<file path="src/extended_gcd_bezout_macros.svh">
// assertion macros used by the extended gcd core (egcd_core)
// no dependencies; each macro expects clk and rst in the including scope
`ifndef EXTENDED_GCD_BEZOUT_MACROS_SVH
`define EXTENDED_GCD_BEZOUT_MACROS_SVH

// same-cycle implication, checked out of reset
`define EGCD_ASSERT_NOW(lbl, ante, cons, msg) \
  lbl: assert property (@(posedge clk) disable iff (rst) (ante) |-> (cons)) \
    else $error(msg);

// next-cycle implication, checked out of reset
`define EGCD_ASSERT_NEXT(lbl, ante, cons, msg) \
  lbl: assert property (@(posedge clk) disable iff (rst) (ante) |=> (cons)) \
    else $error(msg);

`endif

</file>
<file path="src/egcd_pkg.sv">
// widths, sequencer states and status type for the extended gcd block
// no dependencies
package egcd_pkg;

  localparam int DATA_WIDTH  = 32;
  localparam int MAG_WIDTH   = DATA_WIDTH - 1;
  localparam int SHIFT_WIDTH = $clog2(MAG_WIDTH);

  localparam logic [DATA_WIDTH-1:0] COEF_ONE  = DATA_WIDTH'(1);
  localparam logic [DATA_WIDTH-1:0] COEF_ZERO = '0;

  // sequencer states
  typedef enum logic [3:0] {
    ST_IDLE   = 4'b0001,
    ST_SCAN   = 4'b0010,
    ST_REDUCE = 4'b0100,
    ST_HOLD   = 4'b1000
  } egcd_state_t;

  // core status seen by the top level
  typedef struct packed {
    logic idle;
    logic hold;
  } egcd_stat_t;

endpackage

</file>
<file path="src/egcd_core.sv">
// iterative extended euclid core: one shared compare/subtract unit
// depends on egcd_pkg and extended_gcd_bezout_macros.svh
`include "extended_gcd_bezout_macros.svh"

module egcd_core (
  input  logic                                 clk,
  input  logic                                 rst,
  input  logic                                 start,
  input  logic [egcd_pkg::MAG_WIDTH-1:0]       a,
  input  logic [egcd_pkg::MAG_WIDTH-1:0]       b,
  input  logic                                 take,
  output egcd_pkg::egcd_stat_t                 stat,
  output logic [egcd_pkg::MAG_WIDTH-1:0]       res_gcd,
  output logic [egcd_pkg::DATA_WIDTH-1:0]      res_s,
  output logic [egcd_pkg::DATA_WIDTH-1:0]      res_t
);
  import egcd_pkg::*;

  egcd_state_t             state, state_next;
  logic [MAG_WIDTH-1:0]    rp, rp_next, rc, rc_next;
  logic [DATA_WIDTH-1:0]   sp, sp_next, sc, sc_next;
  logic [DATA_WIDTH-1:0]   tp, tp_next, tc, tc_next;
  logic [DATA_WIDTH-1:0]   d, d_next;
  logic [SHIFT_WIDTH-1:0]  k, k_next;

  logic                    ge, grow;
  logic [DATA_WIDTH-1:0]   d_up;
  logic [MAG_WIDTH-1:0]    rp_red;
  logic [DATA_WIDTH-1:0]   sp_red, tp_red;

  // shared unit: scaled divisor compare, conditional subtract of r, s, t
  assign d_up   = {d[DATA_WIDTH-2:0], 1'b0};
  assign grow   = d_up <= {1'b0, rp};
  assign ge     = {1'b0, rp} >= d;
  assign rp_red = ge ? rp - d[MAG_WIDTH-1:0] : rp;
  assign sp_red = ge ? sp - (sc << k) : sp;
  assign tp_red = ge ? tp - (tc << k) : tp;

  // sequencer: scan up the divisor shift, then reduce one quotient bit a cycle
  always_comb begin
    state_next = state;
    rp_next    = rp;
    rc_next    = rc;
    sp_next    = sp;
    sc_next    = sc;
    tp_next    = tp;
    tc_next    = tc;
    d_next     = d;
    k_next     = k;
    case (state)
      ST_IDLE: begin
        if (start) begin
          rp_next    = a;
          rc_next    = b;
          sp_next    = COEF_ONE;
          sc_next    = COEF_ZERO;
          tp_next    = COEF_ZERO;
          tc_next    = COEF_ONE;
          d_next     = {1'b0, b};
          k_next     = '0;
          state_next = (b == '0) ? ST_HOLD : ST_SCAN;
        end
      end
      ST_SCAN: begin
        if (grow) begin
          d_next = d_up;
          k_next = k + 1'b1;
        end else begin
          state_next = ST_REDUCE;
        end
      end
      ST_REDUCE: begin
        if (k != '0) begin
          rp_next = rp_red;
          sp_next = sp_red;
          tp_next = tp_red;
          d_next  = d >> 1;
          k_next  = k - 1'b1;
        end else begin
          // quotient done: rotate the remainder and coefficient pairs
          rp_next    = rc;
          rc_next    = rp_red;
          sp_next    = sc;
          sc_next    = sp_red;
          tp_next    = tc;
          tc_next    = tp_red;
          d_next     = {1'b0, rp_red};
          k_next     = '0;
          state_next = (rp_red == '0) ? ST_HOLD : ST_SCAN;
        end
      end
      ST_HOLD: begin
        if (take) begin
          state_next = ST_IDLE;
        end
      end
      default: begin
        state_next = ST_IDLE;
      end
    endcase
  end

  // control state
  always_ff @(posedge clk) begin
    if (rst) begin
      state <= ST_IDLE;
    end else begin
      state <= state_next;
    end
  end

  // working registers
  always_ff @(posedge clk) begin
    rp <= rp_next;
    rc <= rc_next;
    sp <= sp_next;
    sc <= sc_next;
    tp <= tp_next;
    tc <= tc_next;
    d  <= d_next;
    k  <= k_next;
  end

  assign stat.idle = (state == ST_IDLE);
  assign stat.hold = (state == ST_HOLD);
  assign res_gcd   = rp;
  assign res_s     = sp;
  assign res_t     = tp;

  `EGCD_ASSERT_NOW(a_divisor_nonzero, (state == ST_SCAN) || (state == ST_REDUCE), (d != '0) && (rc != '0), "working divisor is zero")
  `EGCD_ASSERT_NEXT(a_reduce_countdown, (state == ST_REDUCE) && (k != '0), (state == ST_REDUCE) && (k == $past(k) - 1'b1), "reduce shift did not count down")
  `EGCD_ASSERT_NEXT(a_hold_until_taken, (state == ST_HOLD) && !take, (state == ST_HOLD) && $stable(rp) && $stable(sp) && $stable(tp), "result left hold before taken")

endmodule

</file>
<file path="src/extended_gcd_bezout.sv">
// extended gcd block: input beat of two operands, result beat of gcd and
// bezout coefficients s, t with a*s + b*t = gcd
//
// usage
//   req channel: req_valid/req_stall carry first_value (a), second_value (b)
//   rsp channel: rsp_valid/rsp_stall carry divisor, coeff_first, coeff_second
//   a beat moves at a rising edge with valid high and stall low
//   one operand pair is processed at a time; req_stall stays high from the
//   accepted beat until the core has handed its result to the output register
//   sequence: b zero sends the core straight to hold; otherwise each quotient
//   step scans the divisor shift up, then reduces it one quotient bit at a
//   time in the compare/subtract loop of egcd_core; from hold the result
//   moves to the output register
//   throughput: the next request can be accepted in the cycle rsp_valid rises
//   result: b zero gives (a, 1, 0); a zero and b nonzero gives (b, 0, 1)
//   stall: a stalled result holds in the output register; the core keeps the
//   next result until the register frees, and the next request waits for that
//   reset: synchronous, active high; drops rsp_valid and returns to idle
// depends on egcd_pkg and egcd_core
module extended_gcd_bezout (
  input  logic                                   clk,
  input  logic                                   rst,
  input  logic                                   req_valid,
  output logic                                   req_stall,
  input  logic [egcd_pkg::MAG_WIDTH-1:0]         first_value,
  input  logic [egcd_pkg::MAG_WIDTH-1:0]         second_value,
  output logic                                   rsp_valid,
  input  logic                                   rsp_stall,
  output logic [egcd_pkg::MAG_WIDTH-1:0]         divisor,
  output logic signed [egcd_pkg::DATA_WIDTH-1:0] coeff_first,
  output logic signed [egcd_pkg::DATA_WIDTH-1:0] coeff_second
);
  import egcd_pkg::*;

  egcd_stat_t             stat;
  logic                   start, load;
  logic [MAG_WIDTH-1:0]   res_gcd;
  logic [DATA_WIDTH-1:0]  res_s, res_t;

  // input handshake
  assign req_stall = !stat.idle;
  assign start     = req_valid && !req_stall;

  // move the finished result once the output register is free
  assign load = stat.hold && (!rsp_valid || !rsp_stall);

  egcd_core u_core (
    .clk     (clk),
    .rst     (rst),
    .start   (start),
    .a       (first_value),
    .b       (second_value),
    .take    (load),
    .stat    (stat),
    .res_gcd (res_gcd),
    .res_s   (res_s),
    .res_t   (res_t)
  );

  // output valid
  always_ff @(posedge clk) begin
    if (rst) begin
      rsp_valid <= 1'b0;
    end else if (load) begin
      rsp_valid <= 1'b1;
    end else if (!rsp_stall) begin
      rsp_valid <= 1'b0;
    end
  end

  // output payload
  always_ff @(posedge clk) begin
    if (load) begin
      divisor      <= res_gcd;
      coeff_first  <= $signed(res_s);
      coeff_second <= $signed(res_t);
    end
  end

endmodule
</file>
<file path="config.mk">
export PLATFORM = sky130hd
export DESIGN_NAME = extended_gcd_bezout
export DESIGN_NICKNAME = d
export VERILOG_FILES = /design/src/egcd_pkg.sv /design/src/egcd_core.sv /design/src/extended_gcd_bezout.sv
export VERILOG_INCLUDE_DIRS = /design/src /design/src/src
export SDC_FILE = /design/constraint.sdc
export NUM_CORES = 1
export LEC_CHECK = 0
export BUFFER_PORTS_ARGS = -buffer_cell sky130_fd_sc_hd__buf_2
export CORE_MARGIN = 5
export CORE_UTILIZATION = 40
export CTS_CLUSTER_SIZE = 28
export DETAILED_ROUTE_END_ITERATION = 7
export PLACE_DENSITY_LB_ADDON = 0.15
export REMOVE_ABC_BUFFERS = 1
export SLEW_MARGIN = 10
export SYNTH_ARGS = -nofsm -noshare
export SYNTH_HDL_FRONTEND = slang
export SYNTH_SLANG_ARGS = --single-unit
</file>
<file path="constraint.sdc">
create_clock -name clk -period 29.1 [get_ports clk]
set_input_delay 2.91 -clock clk [delete_from_list [all_inputs] [get_ports clk]]
set_output_delay 2.91 -clock clk [all_outputs]
set_load 0.005 [all_outputs]
</file>
==> out/qor.yml, run 1 <==
clkLatencyLatePin_ns: 0.59
cap_violations: 0
whs_path_depth: 0
worstReg2RegEnd: "u_core.res_s[22]"
final_area_sq_um: 25400
postRouteWirelength_mm: 70.1
clock_skew_ns: 0.0344
gpl.final_weighted_congestion: 0.958
cts_resized: 0
nets: 2661
seq_area_frac_synth_pct: 42.8
synth.most_common_cell: "edfxtp_1"
p_per_area_nw_per_um2: 137
via_per_inst: 5.81
die_h_microns: 249
whs_ns: 0.504
synth_ff_type: "edfxtp_1"
grt_pass1_wl_mm: 110
max_slew.worst_pin.slew_ns: 1.09
crit_fanout: 22
vias: 18900
syn_avg_cell_area_sq_um: 9.56
start_kind: "flip-flop"
rsz0062_at_grt: "no"
arrival_ns: 5.59
die_w_microns: 249
hp-start: "u_core.res_s[28]"
period_minus_slack_ns: 5.33
status: "completed"
finalSetupViolations: 0
syn_to_final_growth_pct: 11.5
timing.critical_path.to_type: "flip-flop"
synth-edff-count: 322
synth_top_area_share_pct: 42.4
slew_violations: 0
yosysWarnings: 0
fmax_mhz: 188
synth_area_sq_um: 22800
coreArea_sq_um: 56400
ant_nets: 0
htree_num_levels: 2
setup_tns_ns: 0
grt_overflow_total: 0
num_rows: 87
placed_area_sq_um: 24200
drt_pass1_iterations: 7
synthArstFlopShare_pct: 0
clkSinkCount: 327
synth.area.top_cells: "edfxtp_1 42%, ha_1 6.9%, a21oi_1 5.7%, nor2_1 5.0%, mux4_2 4.4%"
leakage_nw: 10.1
cts_buffers: 39
synth_common_cells: "322 x edfxtp_1, 303 x nor2_1, 261 x a21oi_1, 223 x nand2_1, 184 x o21ai_0"
ir_worst_vdd_v: 0.0000668
worst_hold_path.endpoint: "coeff_first[28]"
drive_gt1_share_pct: 13.6
ctsHoldBuffers: 0
io_buffers: 162
wire_per_inst_microns: 21.6
period_share_pct: 18.3
diodes: 0
grt_pass1_vias: 18900
required_ns: 29.36
synth_cell_types: 86
drtIter0Drc: 1445
reg2reg_slack_ns: 23.77
cts_max_path_buffers: 3
r2r_start: "u_core.k[0]"
grt.total_usage_pct: 22.0
post-synth-top-area-cell: "edfxtp_1"
dieArea_sq_um: 61900
post-cts-setup-buffers: 0
clockRootBuffer: "clkbuf_16"
n_fill_cell: 5575
drc: 0
grt_max_degree: 103
fin_ws_ns: 23.77
clk_pin_slew_ns: 0.06
r2r_cells: 19
synth_seq_cells: 327
finalPower_w: 0.00347
post-place-ws_ns: 23.78
final_hold_viol_count: 0
hpwl_mm: 50.5
postSynthCellCount: 2385
relSlewSlack_pct: 27.3
start_util_pct: 40.5
cts_tree: "yes"
ios: 163
antenna_found_initial: 2
worst-setup-path-type: "reg2reg"
hp-class: "reg2reg"
final cells by class:
| cell class | instances | area (sq um) | area share [%] |
|---|---|---|---|
| sequential | 327 | 9770 | 38.4 |
| clock buffer | 48 | 1030 | 4.05 |
| tap | 756 | 946 | 3.72 |
| multi-input combinational | 1819 | 12100 | 47.7 |
| clock inverter | 22 | 210 | 0.826 |
| timing repair buffer | 187 | 998 | 3.93 |
| inverter | 93 | 349 | 1.37 |
state kept, by name, indices dropped and copies added (netlist names), 4 cells and up:
register and count:
coeff_first 32, coeff_second 32, divisor 31, u_core.d 32
u_core.k 5, u_core.rc 31, u_core.res_gcd 31, u_core.res_s 32
u_core.res_t 32, u_core.sc 32, u_core.state 4, u_core.tc 32
routing by layer:
| layer | global-route usage [%] | part of all wire, % | vias up |
|---|---|---|---|
| met5 | 0 | 0.023 | - |
| met4 | 6.89 | 3.2 | 2 |
| met3 | 3.36 | 5.6 | 111 |
| met2 | 36.8 | 48 | 536 |
| met1 | 29.5 | 44 | 9225 |
| li1 | - | - | 9035 |
how the worst max path moves through the flow:
stage	startpoint	to	slack, ns	cells past startpoint
after floorplan	u_core.state[2]	u_core.rc[0]	15.20	2
after global placement	u_core.k[0]	u_core.res_s[26]	23.84	19
after detailed placement	req_valid	u_core.rc[20]	23.78	5
after CTS	u_core.k[0]	u_core.res_s[22]	23.78	19
after global routing	u_core.k[0]	u_core.res_t[24]	23.27	19
final	u_core.k[0]	u_core.res_s[22]	23.77	19
critical path, cell delays in order (launching register included):
cell and delay [ns]:
edfxtp_1 0.38, inv_1 0.64, nand2_1 0.33, nor2_1 0.30, nand2_1 0.14, nor3_1 0.23, ha_1 0.21, inv_1 0.05
fa_1 0.41, a21o_1 0.20, a311o_1 0.43, a221oi_2 0.26, o21ai_2 0.15, a311o_1 0.37, a21o_1 0.21, a21oi_2 0.19
xor2_1 0.17, nor2_1 0.06, a21oi_1 0.19, a211oi_1 0.10
stage by stage:
stage | util, % | cells
after CTS | 45.1 | 3252
after global placement | 42.9 | 3182
after detailed placement | 42.9 | 3182
final | 45.1 | 3252
after global routing | 45.1 | 3252
after floorplan | - | 2239
layout by cell type, fill, tap and decap left out, drive strengths merged, types with 8 or more instances in the layout:
cell and n:
a22oi 30, and3 14, nand3 23, a211oi 72
nand2b 29, xnor2 43, nor3 26, o21a 20
nor2b 17, edfxtp 322, clkinv 17, a21o 52
mux2i 77, buf 187, and2 15, clkbuf 48
nand2 223, mux4 45, nor4 20, ha 125
nand4 22, a21oi 266, mux2 12, o211ai 9
o21ai 196, xor2 37, a31oi 31, o31ai 8
inv 93, nor2 303
where the power goes:
| part | switching, W | internal [W] | total [W] |
|---|---|---|---|
| Combinational | 0.00137 | 0.000837 | 0.00221 |
| Clock | 0.000202 | 0.000280 | 0.000482 |
| Sequential | 0.000121 | 0.000665 | 0.000786 |
logic make-up after synthesis:
group	after synthesis	synth area share, %
muxes	134	8.41
xor gates and xnor gates	80	3.07
adders and majority gates	128	7.12
DFF	327	42.8
and+or+nand+nor	726	14.1
AOI/OAI and AO/OA	751	20.2
buffers and inverters	239	4.29
Note: power is estimated with default switching activity, not from simulation.
==> run 2, diff against run 1 <==
- clock period: 29.1 -> 4.25 ns (I/O delays scaled with it)
==> run 2 against run 1 <==
  * Clock skew is 0.020 ns lower
  * Maximum frequency rose by 28%
  * Critical path depth decreased by 1
  * Combinational power rose to 8.7 times the previous value
==> out/qor.yml, run 2 (synthesis results as in run 1) <==
wire_per_inst_microns: 21.0  # -2.8%
cap_violations: 0  # unchanged
cts_max_path_buffers: 3  # unchanged
mostFrequentLayoutCell: "edfxtp_1"
placed_area_sq_um: 26000  # +7.5%
grt.total_usage_pct: 22.7  # +0.73 points
stdcell_count: 3510  # +7.9%
ctsHoldBuffers: 0  # unchanged
finalSetupViolations: 0  # unchanged
final_area_sq_um: 28300  # +11%
coreArea_sq_um: 56400  # unchanged
cpPeakStageDelay_ns: 0.54  # -0.10 ns
cts_tree: "yes"
period_minus_slack_ns: 4.16  # -1.17 ns
timing.critical_path.to_type: "flip-flop"
crit_fanout: 6  # -73%
die_h_microns: 249  # unchanged
slew_violations: 0  # unchanged
drive_gt1_share_pct: 25.6  # +12 points
dieArea_sq_um: 61900  # unchanged
final_cell_mix: "322 x edfxtp_1, 298 x nor2_1, 262 x buf_4"
ant_nets: 0  # unchanged
grt.met1_usage_pct: 29.9  # +0.38 points
start_kind: "flip-flop"
required_ns: 4.54  # -24.82 ns
status: "completed"
drtIter0Drc: 1272  # -12%
drc: 0  # unchanged
postRouteWirelength_mm: 73.6  # +4.9%
p_per_area_nw_per_um2: 988  # +620%
busiest_layer: "met2"
start_util_pct: 40.5  # unchanged
final_hold_viol_count: 0  # unchanged
hp-class: "in2reg"
nets: 2918  # +9.7%
leakage_nw: 11.5  # +14%
cp.buffers_inverters: 2  # unchanged
die_w_microns: 249  # unchanged
num_rows: 87  # unchanged
gpl.final_weighted_congestion: 0.955  # -0.35%
crit_family: "compound AO/OA/AOI/OAI gates"
final_core_util_pct: 50.2  # +5.0 points
placedCellCount: 3407  # +7.1%
period_share_pct: 97.9  # +80 points
reg2reg_slack_ns: 0.09  # -23.68 ns
antenna_found_initial: 1  # -1
io_buffers: 162  # unchanged
multi_input_comb_area_sq_um: 12800  # +5.4%
cts_buffers: 39  # unchanged
max_slew.worst_pin.slew_ns: 0.909  # -0.181 ns
clk_pin_slew_ns: 0.06  # about the same
htree_num_levels: 2  # unchanged
arrival_ns: 4.45  # -1.14 ns
n_fill_cell: 5299  # -5.0%
vias: 19900  # +5.1%
clkSinkCount: 327  # unchanged
hpwl_mm: 54.4  # +7.8%
grt_max_degree: 154  # +50%
grtUsageMet3_pct: 3.12  # -0.24 points
clock_skew_ns: 0.0143  # -0.0202 ns
worst-setup-path-type: "reg2reg"
fmax_mhz: 240  # +28%
relSlewSlack_pct: 39.4  # +12 points
ir_worst_vdd_v: 0.000399  # +500%
crit_chain: "buf_6 > buf_12 > mux4_2 > mux2i_2 > o21ai_2 > nand2_1 > ha_4 > a21o_1 > a21o_1 > a221oi_2 > o21ai_2 > a311o_1 > a21o_1 > a21oi_2 > o21ai_2 > xor2_1 > mux2i_1 > a21oi_1"
ios: 163  # unchanged
critical_path.slowest_cell: "mux4_2"
rsz0062_at_grt: "yes"
syn_to_final_growth_pct: 24.0
drt_pass1_iterations: 6  # -1
via_per_inst: 5.66  # -2.7%
grt_pass1_vias: 19700  # +4.5%
gr-usage-met2_pct: 39.4  # +2.6 points
clockRootBuffer: "clkbuf_16"
ff_latch_area_sq_um: 9770  # unchanged
grt_overflow_total: 0  # unchanged
grt_pass1_wl_mm: 113  # +2.9%
clkLatencyLatePin_ns: 0.56  # -0.03 ns
## run 2: what timing repair did
action,in CTS,in global routing
pin swaps,3,65
gates cloned,1,1
setup buffers,7,23
endpoints found under the hold margin,0,0
setup endpoints to repair,44,63
gates resized for setup,30,129
## run 2: layout make-up
cell class | count | share of cell area [%]
diodes | 1 | 0.00885
well taps | 756 | 3.34
multi-input cells | 1819 | 45.2
inverters | 93 | 1.23
flip-flops and latches | 327 | 34.5
repair buffers | 444 | 11.2
clock inverters | 22 | 0.823
clock buffers | 48 | 3.65
## run 2: worst paths after layout
check / endpoint / depth (start not counted) / from
worst min register to register: coeff_first[31] / 0 / u_core.res_s[31]
worst min-delay path: u_core.res_gcd[12] / 3 / first_value[12]
worst max-delay path: u_core.res_s[24] / 18 / u_core.k[0]
worst max register to register: u_core.res_s[24] / 18 / u_core.k[0]
## run 2: metrics by stage
stage	TNS, ns	power (W)	worst slack, ns	hold slack (ns)
after floorplan	-2134.06	0.0164	-9.65	0.448
final	0	0.0279	0.0907	0.137
after global placement	-1.03	0.0227	-0.109	0.479
after global routing	-1.04	0.0300	-0.116	0.137
after CTS	0	0.0266	0.00851	0.103
after detailed placement	-3.77	0.0228	-0.217	0.476
## run 2: where the power goes
part	switching, W	internal [W]
Sequential	0.000792	0.00454
Clock	0.00137	0.00198
Combinational	0.0106	0.00867
Total	0.0127	0.0152
## run 2: worst reg2reg max path, cell delays in order, from the launching register on
cell      delay [ns]
edfxtp_1        0.37
buf_6           0.15
buf_12          0.14
mux4_2          0.55
mux2i_2         0.22
o21ai_2         0.11
nand2_1         0.13
ha_4            0.23
a21o_1          0.17
a21o_1          0.18
a221oi_2        0.28
o21ai_2         0.13
a311o_1         0.34
a21o_1          0.23
a21oi_2         0.18
o21ai_2         0.09
xor2_1          0.14
mux2i_1         0.17
a21oi_1         0.09
## run 2: layer usage
metal | up-vias | routed length [microns]
met5 | - | 0
met4 | 0 | 1980
met3 | 112 | 3770
met2 | 568 | 36100
met1 | 9625 | 31700
li1 | 9559 | -
==> run 3, diff against run 2 <==
- CORE_ASPECT_RATIO: not set -> 1.5
- CORE_UTILIZATION: 40 -> 25
==> run 3 against run 2 <==
  * The run now ends with setup timing left
  * Total power rose by 7.7%
  * Non-clock buffer count grew 93
  * Wire length rose by 20%
  * Register-to-register slack got worse by 0.12 ns
  * Sequential share of layout area fell by 1.9 points
  * Critical path type unchanged
==> out/qor.yml, run 3 (synthesis results as in run 1) <==
cts_max_path_buffers: 3  # unchanged
worst-setup-path-type: "reg2reg"
antenna_found_initial: 4  # +3
clock_skew_ns: 0.0243  # +0.00996 ns
final_hold_viol_count: 0  # unchanged
violations: "setup timing"
mostFrequentLayoutCell: "buf_4"
postRouteWirelength_mm: 88.1  # +20%
period_share_pct: 101  # +2.8 points
drtIter0Drc: 1040  # -18%
ff_latch_area_sq_um: 9770  # unchanged
final_cell_mix: "340 x buf_4, 322 x edfxtp_1, 293 x nor2_1"
n_fill_cell: 9478  # +79%
fin_ws_ns: -0.0284  # -0.119 ns
finalPower_w: 0.0301  # +7.7%
syn_to_final_growth_pct: 31.1
clockRootBuffer: "clkbuf_16"
clk_pin_slew_ns: 0.07  # about the same
via_per_inst: 5.01  # -11%
vias: 20100  # +1.2%
htree_num_levels: 2  # unchanged
cts_buffers: 38  # -2.6%
ios: 163  # unchanged
drc: 0  # unchanged
max_slew.worst_pin.slew_ns: 0.936  # +0.0268 ns
drt_pass1_iterations: 5  # -1
dieArea_sq_um: 97500  # +58%
rsz0062_at_grt: "yes"
grt_overflow_total: 0  # unchanged
drive_gt1_share_pct: 29.7  # +4.2 points
crit_fanout: 4  # -2
leakage_nw: 12.0  # +4.5%
grt.total_usage_pct: 17.2  # -5.5 points
coreArea_sq_um: 90500  # +61%
wire_per_inst_microns: 22.0  # +4.9%
critPathLaunch: "u_core.k[0]"
worstReg2RegEnd: "u_core.res_s[24]"
gpl.final_weighted_congestion: 0.911  # -4.6%
ant_nets: 0  # unchanged
hp-class: "in2reg"
fmax_mhz: 234  # -2.8%
reg2reg_slack_ns: -0.03  # -0.12 ns
num_rows: 135  # +55%
multi_input_comb_area_sq_um: 13200  # +2.9%
arrival_ns: 4.59  # +0.14 ns
grt_pass1_vias: 21000  # +6.6%
clkLatencyLatePin_ns: 0.58  # +0.02 ns
slew_violations: 0  # unchanged
die_w_microns: 257  # +3.1%
worstSetupEndpoint: "u_core.res_s[24]"
required_ns: 4.56  # +0.02 ns
r2r_cells: 20  # +2
hp-start: "rst"
timing.critical_path.to_type: "flip-flop"
hpwl_mm: 66.9  # +23%
nets: 3010  # +3.2%
io_buffers: 162  # unchanged
p_per_area_nw_per_um2: 1010  # +1.9%
finalSetupViolations: 6  # +6
start_kind: "flip-flop"
start_util_pct: 25.2  # -15 points
clkSinkCount: 327  # unchanged
r2r_start: "u_core.k[0]"
cts_tree: "yes"
grt_max_degree: 132  # -14%
grt_pass1_wl_mm: 131  # +16%
whs_ns: 0.0975  # -0.0399 ns
status: "finished, violations left"
relSlewSlack_pct: 37.5  # -1.9 points
ir_worst_vdd_v: 0.000322  # -19%
die_h_microns: 380  # +53%
cap_violations: 0  # unchanged
setup_tns_ns: -0.0890  # -0.0890 ns
period_minus_slack_ns: 4.28  # +0.119 ns
run 3: cell types whose count changed in the layout (fill, tap and decap cells not counted), moves of 6 or more:
cell and delta:
nand2_2 +6, nand2_1 -7, buf_6 +8, mux2i_1 -10, buf_12 +6, a21oi_1 -7, mux2i_2 +6, buf_4 +78
ha_4 +6
run 3: stage by stage:
stage / std cells / utilization, % / worst slack, ns / cell area, sq um
after detailed placement: 3886 / 30.0 / -0.358 / 27100
final: 4011 / 33.0 / -0.0284 / 29900
after floorplan: 2239 / - / -9.65 / 22200
after global placement: 3886 / 30.0 / -0.286 / 27100
after CTS: 3979 / 32.0 / -0.0899 / 29000
after global routing: 4009 / 33.0 / -0.222 / 29900
run 3: final cells by class:
cell class	instances	share of cell area, %
inverter	93	1.19
clock buffer	50	3.54
sequential	327	32.7
clock inverter	19	0.460
multi-input combinational	1819	44.0
timing repair buffer	537	13.2
tap	1164	4.87
antenna	2	0.0167
run 3: timing repair:
item | in CTS | in global routing
buffers inserted | 23 | 31
hold buffers | 0 | 0
pin swaps | 30 | 62
gates resized for setup | 101 | 141
cloned | 1 | 1
endpoints found under the setup margin | 48 | 60
run 3: report_power, final:
part	internal [W]	leakage [nW]	total [W]	switching [W]
logic	0.00989	8.29	0.0214	0.0115
registers	0.00454	3.11	0.00542	0.000871
clock network	0.00183	0.578	0.00328	0.00145
run 3: worst min path at each step:
stage,depth (start not counted),endpoint
global placement,0,coeff_second[28]
detailed placement,0,coeff_first[23]
floorplan,0,coeff_first[31]
finish,2,rsp_valid
global route,2,rsp_valid
CTS,2,rsp_valid
run 3: layer usage:
metal	vias up	global-route usage, %	part of all wire, %
met5	-	0	0.015
li1	9744	-	-
met3	156	2.52	3.7
met1	9787	18.9	38
met4	2	7.20	4.5
met2	411	32.9	53
run 3: worst max-delay path, cell delays in order, from the launching register on:
cell      delay (ns)
edfxtp_1        0.47
buf_4           0.19
inv_2           0.09
nand2_1         0.10
nor2_2          0.12
nand2_1         0.10
nor3_2          0.13
ha_2            0.21
inv_1           0.05
fa_2            0.36
a21o_1          0.20
a311o_1         0.33
a221oi_2        0.28
o21ai_2         0.12
a311o_1         0.35
a21o_1          0.24
a21oi_2         0.20
o21ai_2         0.07
xor2_1          0.14
mux2i_1         0.16
a21oi_1         0.09
